`src/mfde_pkg.sv`:
```
// ----------------------------------------------------------------------------
// mfde_pkg
// Shared types and constants of the monochrome frame buffer draw engine.
// ----------------------------------------------------------------------------
package mfde_pkg;

   localparam int SCREEN_WIDTH = 128;
   localparam int PAGE_COUNT   = 8;
   localparam int SCREEN_ROWS  = PAGE_COUNT * 8;
   localparam int STORE_DEPTH  = SCREEN_WIDTH * PAGE_COUNT;
   localparam int ADDR_W       = $clog2(STORE_DEPTH);
   localparam int SLOPE_SCALE  = 10;

   // Slope k = dy * 10 / dx needs this many quotient bits.
   localparam int K_W          = $clog2(SCREEN_ROWS * SLOPE_SCALE + 1);
   // k / 10 by reciprocal multiplication, exact for k below 2^K_W.
   localparam int RECIP        = 6554;
   localparam int RECIP_SHIFT  = 16;
   localparam int KP_W         = K_W + 13;
   localparam int Q_W          = 9;
   localparam int COORD_W      = 11;

   localparam int FIFO_DEPTH   = 2;
   localparam int FIFO_PTR_W   = 1;
   localparam int FIFO_CNT_W   = 2;

   // Request kinds as they arrive on the input channel.
   localparam logic [2:0] KIND_CLEAR  = 3'd0;
   localparam logic [2:0] KIND_SET    = 3'd1;
   localparam logic [2:0] KIND_UNSET  = 3'd2;
   localparam logic [2:0] KIND_LINE   = 3'd3;
   localparam logic [2:0] KIND_CIRCLE = 3'd4;
   localparam logic [2:0] KIND_READ   = 3'd5;

   // Operations after classification.
   localparam logic [2:0] OP_NOP    = 3'd0;
   localparam logic [2:0] OP_CLEAR  = 3'd1;
   localparam logic [2:0] OP_SET    = 3'd2;
   localparam logic [2:0] OP_UNSET  = 3'd3;
   localparam logic [2:0] OP_LINE   = 3'd4;
   localparam logic [2:0] OP_CIRCLE = 3'd5;
   localparam logic [2:0] OP_READ   = 3'd6;

   typedef struct packed {
      logic [2:0] op;
      logic [7:0] x1;
      logic [7:0] y1;
      logic [7:0] dx;
      logic [7:0] dy;
      logic [7:0] radius;
      logic       vertical;
      logic       status;
   } cmd_type;

endpackage

```
`src/mfde_cmd_fifo.sv`:
```
// ----------------------------------------------------------------------------
// mfde_cmd_fifo
// Short command queue between the classifier and the drawing back end.
// ----------------------------------------------------------------------------
module mfde_cmd_fifo import mfde_pkg::*; (
   input  logic    clock,
   input  logic    reset,
   input  logic    push,
   input  cmd_type push_data,
   output logic    full,
   input  logic    pop,
   output cmd_type head,
   output logic    empty
);

   cmd_type                entry_ff [FIFO_DEPTH];
   logic [FIFO_PTR_W-1:0]  wptr_ff, wptr_in;
   logic [FIFO_PTR_W-1:0]  rptr_ff, rptr_in;
   logic [FIFO_CNT_W-1:0]  count_ff, count_in;
   logic                   do_push, do_pop;

   assign full    = (count_ff == FIFO_CNT_W'(FIFO_DEPTH));
   assign empty   = (count_ff == '0);
   assign head    = entry_ff[rptr_ff];
   assign do_push = push && !full;
   assign do_pop  = pop && !empty;

   always_comb begin
      wptr_in  = do_push ? wptr_ff + 1'b1 : wptr_ff;
      rptr_in  = do_pop ? rptr_ff + 1'b1 : rptr_ff;
      count_in = count_ff + FIFO_CNT_W'(do_push) - FIFO_CNT_W'(do_pop);
   end

   always_ff @(posedge clock) begin
      if (reset) begin
         wptr_ff  <= '0;
         rptr_ff  <= '0;
         count_ff <= '0;
      end else begin
         wptr_ff  <= wptr_in;
         rptr_ff  <= rptr_in;
         count_ff <= count_in;
      end
   end

   always_ff @(posedge clock) begin
      if (do_push) entry_ff[wptr_ff] <= push_data;
   end

endmodule

```
`config.mk`:
```
export PLATFORM = sky130hd
export DESIGN_NAME = mfde_cmd_fifo
export DESIGN_NICKNAME = d
export VERILOG_FILES = /design/src/mfde_pkg.sv /design/src/mfde_cmd_fifo.sv
export SDC_FILE = /design/constraint.sdc
export NUM_CORES = 1
export LEC_CHECK = 0
export BUFFER_PORTS_ARGS = -buffer_cell sky130_fd_sc_hd__buf_2
export CAP_MARGIN = 20
export CORE_AREA = 2 2 103 105
export DETAILED_ROUTE_END_ITERATION = 6
export DIE_AREA = 0 0 105 107
export GPL_TIMING_DRIVEN = 0
export PLACE_DENSITY = 0.65
export SLEW_MARGIN = 20
export SYNTH_ARGS = -nofsm -noshare
export SYNTH_HDL_FRONTEND = slang
export SYNTH_SLANG_ARGS = --single-unit
```
`constraint.sdc`:
```
create_clock -name clock -period 2.43 [get_ports clock]
set_input_delay 0.1215 -clock clock [delete_from_list [all_inputs] [get_ports clock]]
set_output_delay 0.1215 -clock clock [all_outputs]
set_load 0.01 [all_outputs]
```
==> run summary <==
EDFF count, synth: 90
multi-input gate area in the final layout: 629 µm²
worst reg-to-reg path cell count: 5
insertion delay of the later-clocked pin in the worst-skew pair: 0.34 ns
global-route wire length before repair: 9820 µm
pin count of the biggest net entering global routing: 46
number of top-level pins: 96
buffers from clock root to sink, at most: 2
share of cells above drive strength 1: 0.495
core area: 10,100 µm²
placed wire-length estimate: 3880 µm
Crit Reg-Reg Startpoint: count_ff[0]
instance area after placement: 4140 µm²
Worst path most repeated cell: inv_2
H-tree lvl count: 3
critical path startpoint category: flop
number of nets with antenna violations after detailed routing: 0
type of the tightest min-delay check: in2reg
number of hold violations in the final report: 0
number of diodes: 0
remaining global-route overflow: 0
synthesis warning total: 0
vias in the first global route: 2,052
number of detailed-routing iterations run before antenna repair: 4
end of the worst hold path: wptr_ff
Syn Area/Cell: 20.8 µm²
highest-count cells in the layout ignoring fill and taps: 96 x buf_2, 90 x edfxtp_1, 46 x dlygate4sd3_1
growth of design area from synthesis to finish: 37.0%
post-synthesis sequential area ratio: 0.806
peak ir drop on the vdd network: 0.661 mV
number of violations of the max-capacitance limit: 0
library cell used as clock root buffer: clkbuf_8
starting utilization of the core area: 0.345
Layout Skew: 0.00701 ns
combinational family with the most area after synthesis: multiplexers
count of final max-slew check failures: 0
reg-to-reg setup timing slack: 0.48 ns
Inserted Clock Buffers: 9
post-route cell area: 4770 µm²
sort of element at the end of the critical path: flop
worst reg2reg path endpoint: entry_ff[0][22]
floorplan die height: 107 µm
Synth Instances: 167
power after layout: 4310 µW
cells traversed along the worst timing path: nand2b_2, inv_2, or3_1, inv_2, buf_12
number of vias after detailed routing: 1,980
DRC errors left: 0
fill cell total of the finished layout: 900
setup repair after global routing missed its margin: no
Critical Path AT: 2.00 ns
initial antenna violation count: 0
simple logic cell fraction of the synthesized area: 0.0169
TritonCTS clock tree: yes
fraction of synthesized cell area in xor and xnor cells: 0.00504
final weighted congestion in routability-driven placement: 0.660
initial DRC count: 76
worst-path fanout max: 23
post-CTS clock slew at the launch and capture registers of the worst setup and hold paths: 0.08 ns
number of nets in the layout: 371
multiplexer share of the synthesized area: 0.146
share of synthesized flip-flops with an asynchronous set or reset: 0
min-delay src: push
Die Span X: 105 µm
standby leakage power: 0.00180 µW
Placement Rows: 37
minimum period implied by the final worst setup slack: 1.95 ns
Netlist cell types: 21
synthesized-area fraction occupied by adder cells: 0.00719
highest-delay cell along the critical path: inv_2
Clock Sinks: 95
Compound-Gate Fraction of Synth Area: 0.00504
synthesized flop and latch total: 95
routed length per placed instance: 13.7 µm
Achievable Freq: 513 MHz
number of nets produced by synthesis: 218
synthesized cell area: 3480 µm²
pin slew with the least headroom to its limit: 0.644 ns
Main synth FF type: edfxtp_1
total power density per cell area: 904 nW/µm²
max_slew headroom: 0.570
cell depth of the worst hold path: 4
most common library cell in the layout ignoring fill and taps: buf_2
peak per-stage delay on the critical path: 0.44 ns
per-cell via count in the routed design: 4.30
startpoint-to-endpoint class of the critical path: reg2reg
CP required: 2.48 ns
Die ar.: 11,200 µm²
area taken by flip-flops and latches: 2800 µm²
number of gates given a new drive strength after cts: 0
Setup Viol. Count Final: 0
status: complete, no violations
Total Routing Usage GR: 0.116
total detailed-routing wirelength: 6310 µm
share of the cycle needed by the critical path after routing: 0.801
buffers added on ports: 95
## synth_stat cells (all sizes together) (2+ instances only)
cell type   n  area share
edfxtp     90        0.78
mux2       45        0.15
buf         5       0.010
nor2        4      0.0043
inv         4      0.0043
dfxtp       5       0.029
ha          2      0.0072
## metrics by stage
stage                     setup TNS, ns  hold slack, ns  setup slack, ns  instances  utilization
final                                 0           0.190            0.482        461        0.472
after floorplan                       0           0.191            0.278        167            -
after detailed placement              0           0.313            0.476        399        0.411
after CTS                             0           0.160            0.459        461        0.472
after global routing                  0           0.192            0.315        461        0.472
after global placement           -12.56           0.309           -0.282        398        0.409
## state kept, by name (all words and copies together), names as in the netlist, named ones only
| name | flops |
|---|---|
| entry_ff | 90 |
| wptr_ff | 1 |
| count_ff | 2 |
| rptr_ff | 1 |
## area by class of cell
cell class | count | share of cell area
repair buffers | 142 | 0.201
well taps | 136 | 0.0357
multi-input cells | 63 | 0.132
flip-flops and latches | 95 | 0.588
plain buffers | 5 | 0.00735
clock buffers | 12 | 0.0284
clock inverters | 4 | 0.00473
inverters | 4 | 0.00315
## worst max-delay path by stage
| stage | startpoint | end | slack (ns) |
|---|---|---|---|
| floorplan | count_ff[0] | entry_ff[0][0] | 0.28 |
| global placement | count_ff[0] | entry_ff[0][31] | -0.28 |
| detailed placement | count_ff[0] | entry_ff[0][22] | 0.48 |
| CTS | count_ff[0] | entry_ff[0][27] | 0.46 |
| global route | count_ff[0] | entry_ff[0][25] | 0.31 |
| finish | count_ff[0] | entry_ff[0][22] | 0.48 |
## what timing repair did
action                    4_1_cts  5_1_grt
buffers inserted                0        0
hold endpoints to repair       95        0
hold buffers                   46        0
## cell families (layout without fill, tap and decap cells)
family          Yosys count  in the layout
compound gates            3              3
xor+xnor                  2              2
fa+ha+maj                 2              2
buf+inv                   9            167
flops                    95             95
mux                      45             45
simple gates             11             11
## critical path: cells and delay by family (launching register included)
kind | cells | cell delay (ns)
buffers and inverters | 3 | 0.75
flip-flops | 1 | 0.38
AND/OR/NAND/NOR | 2 | 0.51
## power by group
part           switching, µW  internal [µW]
clock network            503            367
logic                    648            638
registers               64.9           2080
## routing by layer
layer / part of all wire / global-route usage / up-vias
met2: 0.53 / 0.201 / 50
met4: 0.019 / 0.0629 / 0
met5: 0 / 0 / -
li1: - / - / 948
met1: 0.41 / 0.132 / 971
met3: 0.037 / 0.0316 / 11
No activity file was read; power rests on OpenSTA's default activity.
