$ cat config.mk
export PLATFORM = sky130hd
export DESIGN_NAME = mfde_front
export DESIGN_NICKNAME = d
export VERILOG_FILES = /design/src/mfde_pkg.sv /design/src/mfde_front.sv
export SDC_FILE = /design/constraint.sdc
export NUM_CORES = 1
export LEC_CHECK = 0
export BUFFER_PORTS_ARGS = -buffer_cell sky130_fd_sc_hd__buf_2
export CAP_MARGIN = 5
export CORE_MARGIN = 2
export CORE_UTILIZATION = 37
export DETAILED_ROUTE_END_ITERATION = 10
export GPL_ROUTABILITY_DRIVEN = 0
export GPL_TIMING_DRIVEN = 0
export PLACE_DENSITY = 0.82
export SYNTH_ARGS = -nofsm -noshare
export SYNTH_HDL_FRONTEND = slang
export SYNTH_SLANG_ARGS = --single-unit
$ cat constraint.sdc
create_clock -name vclk -period 2.1
set_clock_uncertainty 0.15 [all_clocks]
set_input_delay 0.21 -clock vclk [all_inputs]
set_output_delay 0.21 -clock vclk [all_outputs]
set_load 0.05 [all_outputs]
$ cat src/mfde_pkg.sv
// ----------------------------------------------------------------------------
// mfde_pkg
// Shared types and constants of the monochrome frame buffer draw engine.
// ----------------------------------------------------------------------------
package mfde_pkg;

   localparam int SCREEN_WIDTH = 128;
   localparam int PAGE_COUNT   = 8;
   localparam int SCREEN_ROWS  = PAGE_COUNT * 8;
   localparam int STORE_DEPTH  = SCREEN_WIDTH * PAGE_COUNT;
   localparam int ADDR_W       = $clog2(STORE_DEPTH);
   localparam int SLOPE_SCALE  = 10;

   // Slope k = dy * 10 / dx needs this many quotient bits.
   localparam int K_W          = $clog2(SCREEN_ROWS * SLOPE_SCALE + 1);
   // k / 10 by reciprocal multiplication, exact for k below 2^K_W.
   localparam int RECIP        = 6554;
   localparam int RECIP_SHIFT  = 16;
   localparam int KP_W         = K_W + 13;
   localparam int Q_W          = 9;
   localparam int COORD_W      = 11;

   localparam int FIFO_DEPTH   = 2;
   localparam int FIFO_PTR_W   = 1;
   localparam int FIFO_CNT_W   = 2;

   // Request kinds as they arrive on the input channel.
   localparam logic [2:0] KIND_CLEAR  = 3'd0;
   localparam logic [2:0] KIND_SET    = 3'd1;
   localparam logic [2:0] KIND_UNSET  = 3'd2;
   localparam logic [2:0] KIND_LINE   = 3'd3;
   localparam logic [2:0] KIND_CIRCLE = 3'd4;
   localparam logic [2:0] KIND_READ   = 3'd5;

   // Operations after classification.
   localparam logic [2:0] OP_NOP    = 3'd0;
   localparam logic [2:0] OP_CLEAR  = 3'd1;
   localparam logic [2:0] OP_SET    = 3'd2;
   localparam logic [2:0] OP_UNSET  = 3'd3;
   localparam logic [2:0] OP_LINE   = 3'd4;
   localparam logic [2:0] OP_CIRCLE = 3'd5;
   localparam logic [2:0] OP_READ   = 3'd6;

   typedef struct packed {
      logic [2:0] op;
      logic [7:0] x1;
      logic [7:0] y1;
      logic [7:0] dx;
      logic [7:0] dy;
      logic [7:0] radius;
      logic       vertical;
      logic       status;
   } cmd_type;

endpackage

$ cat src/mfde_front.sv
// ----------------------------------------------------------------------------
// mfde_front
// Classifies an incoming request: checks line arguments and read range.
// ----------------------------------------------------------------------------
module mfde_front import mfde_pkg::*; (
   input  logic [2:0] kind,
   input  logic [7:0] first_x,
   input  logic [7:0] first_y,
   input  logic [7:0] second_x,
   input  logic [7:0] second_y,
   input  logic [7:0] radius,
   output cmd_type    cmd
);

   logic line_bad;
   logic read_ok;

   assign line_bad = (int'(second_x) > SCREEN_WIDTH) || (int'(second_y) > SCREEN_ROWS) ||
                     (first_x > second_x) || (first_y > second_y);
   assign read_ok  = (int'(first_x) < SCREEN_WIDTH) && (int'(first_y) < PAGE_COUNT);

   always_comb begin
      cmd          = '0;
      cmd.x1       = first_x;
      cmd.y1       = first_y;
      cmd.dx       = second_x - first_x;
      cmd.dy       = second_y - first_y;
      cmd.radius   = radius;
      cmd.vertical = (first_x == second_x);
      unique case (kind)
         KIND_CLEAR:  cmd.op = OP_CLEAR;
         KIND_SET:    cmd.op = OP_SET;
         KIND_UNSET:  cmd.op = OP_UNSET;
         KIND_LINE: begin
            // A rejected line draws nothing and reports it in the status.
            cmd.op     = line_bad ? OP_NOP : OP_LINE;
            cmd.status = line_bad;
         end
         KIND_CIRCLE: cmd.op = OP_CIRCLE;
         KIND_READ:   cmd.op = read_ok ? OP_READ : OP_NOP;
         default:     cmd.op = OP_NOP;
      endcase
   end

endmodule

==> flow_metrics.env <==
export IMPL_status="finished, violations left"
export IMPL_violations="negative setup slack"
export IMPL_ant_nets=0
export IMPL_startpoint_type="input pin"
export IMPL_grtUsageTotal=0.182
export IMPL_period_share=1.17
export IMPL_drive_gt1_frac=0.637
export IMPL_grt_use_met1=0.225
export IMPL_regArea_um2=0
export IMPL_worst_pin_slew_ns=0.336
export IMPL_fill_cells=229
export IMPL_cp_depth=10
export IMPL_rsz0062_at_grt="true"
export IMPL_path_delay_family="simple AND/OR/NAND/NOR gates"
export IMPL_start_util=0.379
export IMPL_min_period_ns=2.45
export IMPL_relSlewSlack=0.775
export IMPL_syn_area_per_cell_um2=6.98
export IMPL_slowest_stage="or4_4"
export IMPL_use_met3=0.0207
export IMPL_vias_per_cell=5.01
export IMPL_ys_types=28
export IMPL_ys_top_cells_by_area="ha_1 (20%), buf_4 (18%), inv_1 (8.8%)"
export IMPL_cp_max_fo=2
export IMPL_place_port_buffers=80
export IMPL_syn_area_mm2=0.00102
export IMPL_drc_errors=0
export IMPL_top_usage_layer="met2"
export IMPL_yosysWarnings=0
export IMPL_slew_viol_final=0
export IMPL_holdPathStages=2
export IMPL_synth_top_cell_area_share=0.197
export IMPL_boundaryPins=88
export IMPL_hp_start="radius[4]"
export IMPL_dp_hpwl_um=2440
export IMPL_min_to="cmd[6]"
export IMPL_power_density_mw_per_mm2=455
export IMPL_drt_wirelength_per_cell_um=12.3
export IMPL_crit_required_ns=1.74
export IMPL_dpl_worst_slack_ns=-0.557
export IMPL_drt_iter0_markers=24
export IMPL_antenna_found_initial=0
export IMPL_antenna_cells=0
export IMPL_routed_wl_um=3310
export IMPL_yosysTopAreaCell="ha_1"
export IMPL_hold_viol=0
export IMPL_power_mw=0.861
export IMPL_grt_overflow_total=0
export IMPL_rows=19
export IMPL_cp_num_buf_inv=3
export IMPL_cts_hold_buf=0
export IMPL_synth_nets=207
export IMPL_gr_usage_met2=0.352
export IMPL_path_class="in2out"
export IMPL_crit_chain="buf_12 > inv_12 > ha_4 > fa_2 > nor2b_2 > o31a_1 > o21ai_2 > or4_4 > o311ai_4 > buf_6"
export IMPL_fp_dieW_um=56.5
export IMPL_layout_nets=300
export IMPL_setup_ws_ns=-0.350
export IMPL_critical_path_max_stage_delay_ns=0.53
export IMPL_vias=1343
export IMPL_fmax_mhz=408
export IMPL_grt_max_degree=6
export IMPL_syn_to_final_growth_pct=85.6
export IMPL_critPathCaptureType="output port"
export IMPL_grt_pass1_vias=1166
export IMPL_peakVddDrop_uv=346
export IMPL_die_area_mm2=0.00319
export IMPL_hold_path_class="in2out"
export IMPL_dr_pass1_iters=4
export IMPL_grt_pass1_wl_um=4890
export IMPL_seq_area_frac_synth=0
export IMPL_drv_cap=0
export IMPL_final_clkbuf_count=0
export IMPL_crit_arrival_ns=2.09
export IMPL_synthCells=146
export IMPL_seq_cell_count=0
export IMPL_die_h_um=56.5
export IMPL_setup_viol=4
export IMPL_power_leakage_nw=0.993
export IMPL_coreArea_mm2=0.00269
timing repair:
| item | 4_1_cts | 5_1_grt |
|---|---|---|
| pin swaps | 12 | 11 |
| endpoints found under the setup margin | 6 | 8 |
| buffers inserted | 5 | 6 |
| gates resized for setup | 34 | 22 |
cell families after synthesis:
group                      count (synthesis)  share of synthesized area
buffers and inverters                     48                      0.265
and+or+nand+nor                           37                      0.189
AOI/OAI and AO/OA                         33                      0.224
adders and majority gates                 18                      0.236
xor gates and xnor gates                  10                     0.0860
cell usage after synthesis:
cell,n
nor3_1,4
inv_1,24
o31ai_1,1
o2111ai_1,1
a21oi_1,7
o311ai_1,1
nor2b_1,4
o211ai_1,1
o21ai_0,8
nand2_1,4
or2_2,2
o31a_1,3
fa_1,2
buf_4,24
or4_1,2
o41ai_2,1
xor2_1,1
a41oi_1,1
xnor2_1,9
nor2_1,12
o21bai_1,1
o21a_1,7
or4_4,1
nand4_1,4
ha_1,16
nand3_1,3
a2111oi_0,1
nor4b_1,1
layout by cell type, fill, tap and decap left out, drive strengths merged:
master   Yosys  final
o31ai        1      1
o21a         7      7
xor2         1      1
o2111ai      1      1
buf         24    114
o31a         3      3
a2111oi      1      1
nand2        4      4
fa           2      2
o41ai        1      1
a41oi        1      1
ha          16     16
xnor2        9      9
o21bai       1      1
o21ai        8      8
or2          2      2
clkbuf       0      1
a21oi        7      7
nand4        4      4
nor2        12     12
o211ai       1      1
nor4b        1      1
nor2b        4      4
o311ai       1      1
nor3         4      4
or4          3      3
inv         24     24
nand3        3      3
per-stage QoR:
stage / TNS, ns / util / instance area [um^2] / std cells / hold slack, ns
finish: -0.919 / 0.704 / 1890 / 268 / 0.572
global route: -1.24 / 0.704 / 1890 / 268 / 0.574
CTS: -0.756 / 0.651 / 1750 / 262 / 0.573
detailed placement: -1.52 / 0.588 / 1580 / 257 / 0.573
global placement: -1.49 / 0.588 / 1580 / 257 / 0.572
floorplan: -0.194 / - / 1140 / 146 / 0.435
metal layers:
metal | up-vias | routed length, um
li1 | 660 | -
met1 | 619 | 1220
met2 | 60 | 1800
met3 | 4 | 268
met4 | 0 | 23
met5 | - | 0
layout make-up:
type                            count  area [um^2]  area share
Multi-Input combinational cell     98          987       0.522
Tap cell                           31         38.8      0.0205
Timing Repair Buffer               91          579       0.306
Buffer                             24          180      0.0953
Inverter                           24          105      0.0556
report_power, final:
group	switching [mW]	internal, mW	total [mW]
Combinational	0.539	0.322	0.861
Clock	0	0	0
Sequential	0	0	0
Total	0.539	0.322	0.861
how the worst max path moves through the flow:
stage                startpoint      end  slack (ns)
detailed placement  second_y[0]  cmd[44]       -0.56
global route        second_y[0]  cmd[44]       -0.43
global placement    second_y[0]  cmd[44]       -0.55
finish              second_y[0]  cmd[44]       -0.35
floorplan           second_x[0]  cmd[22]       -0.07
CTS                 second_x[2]  cmd[44]       -0.30
No activity file was read; power rests on OpenSTA's default activity.
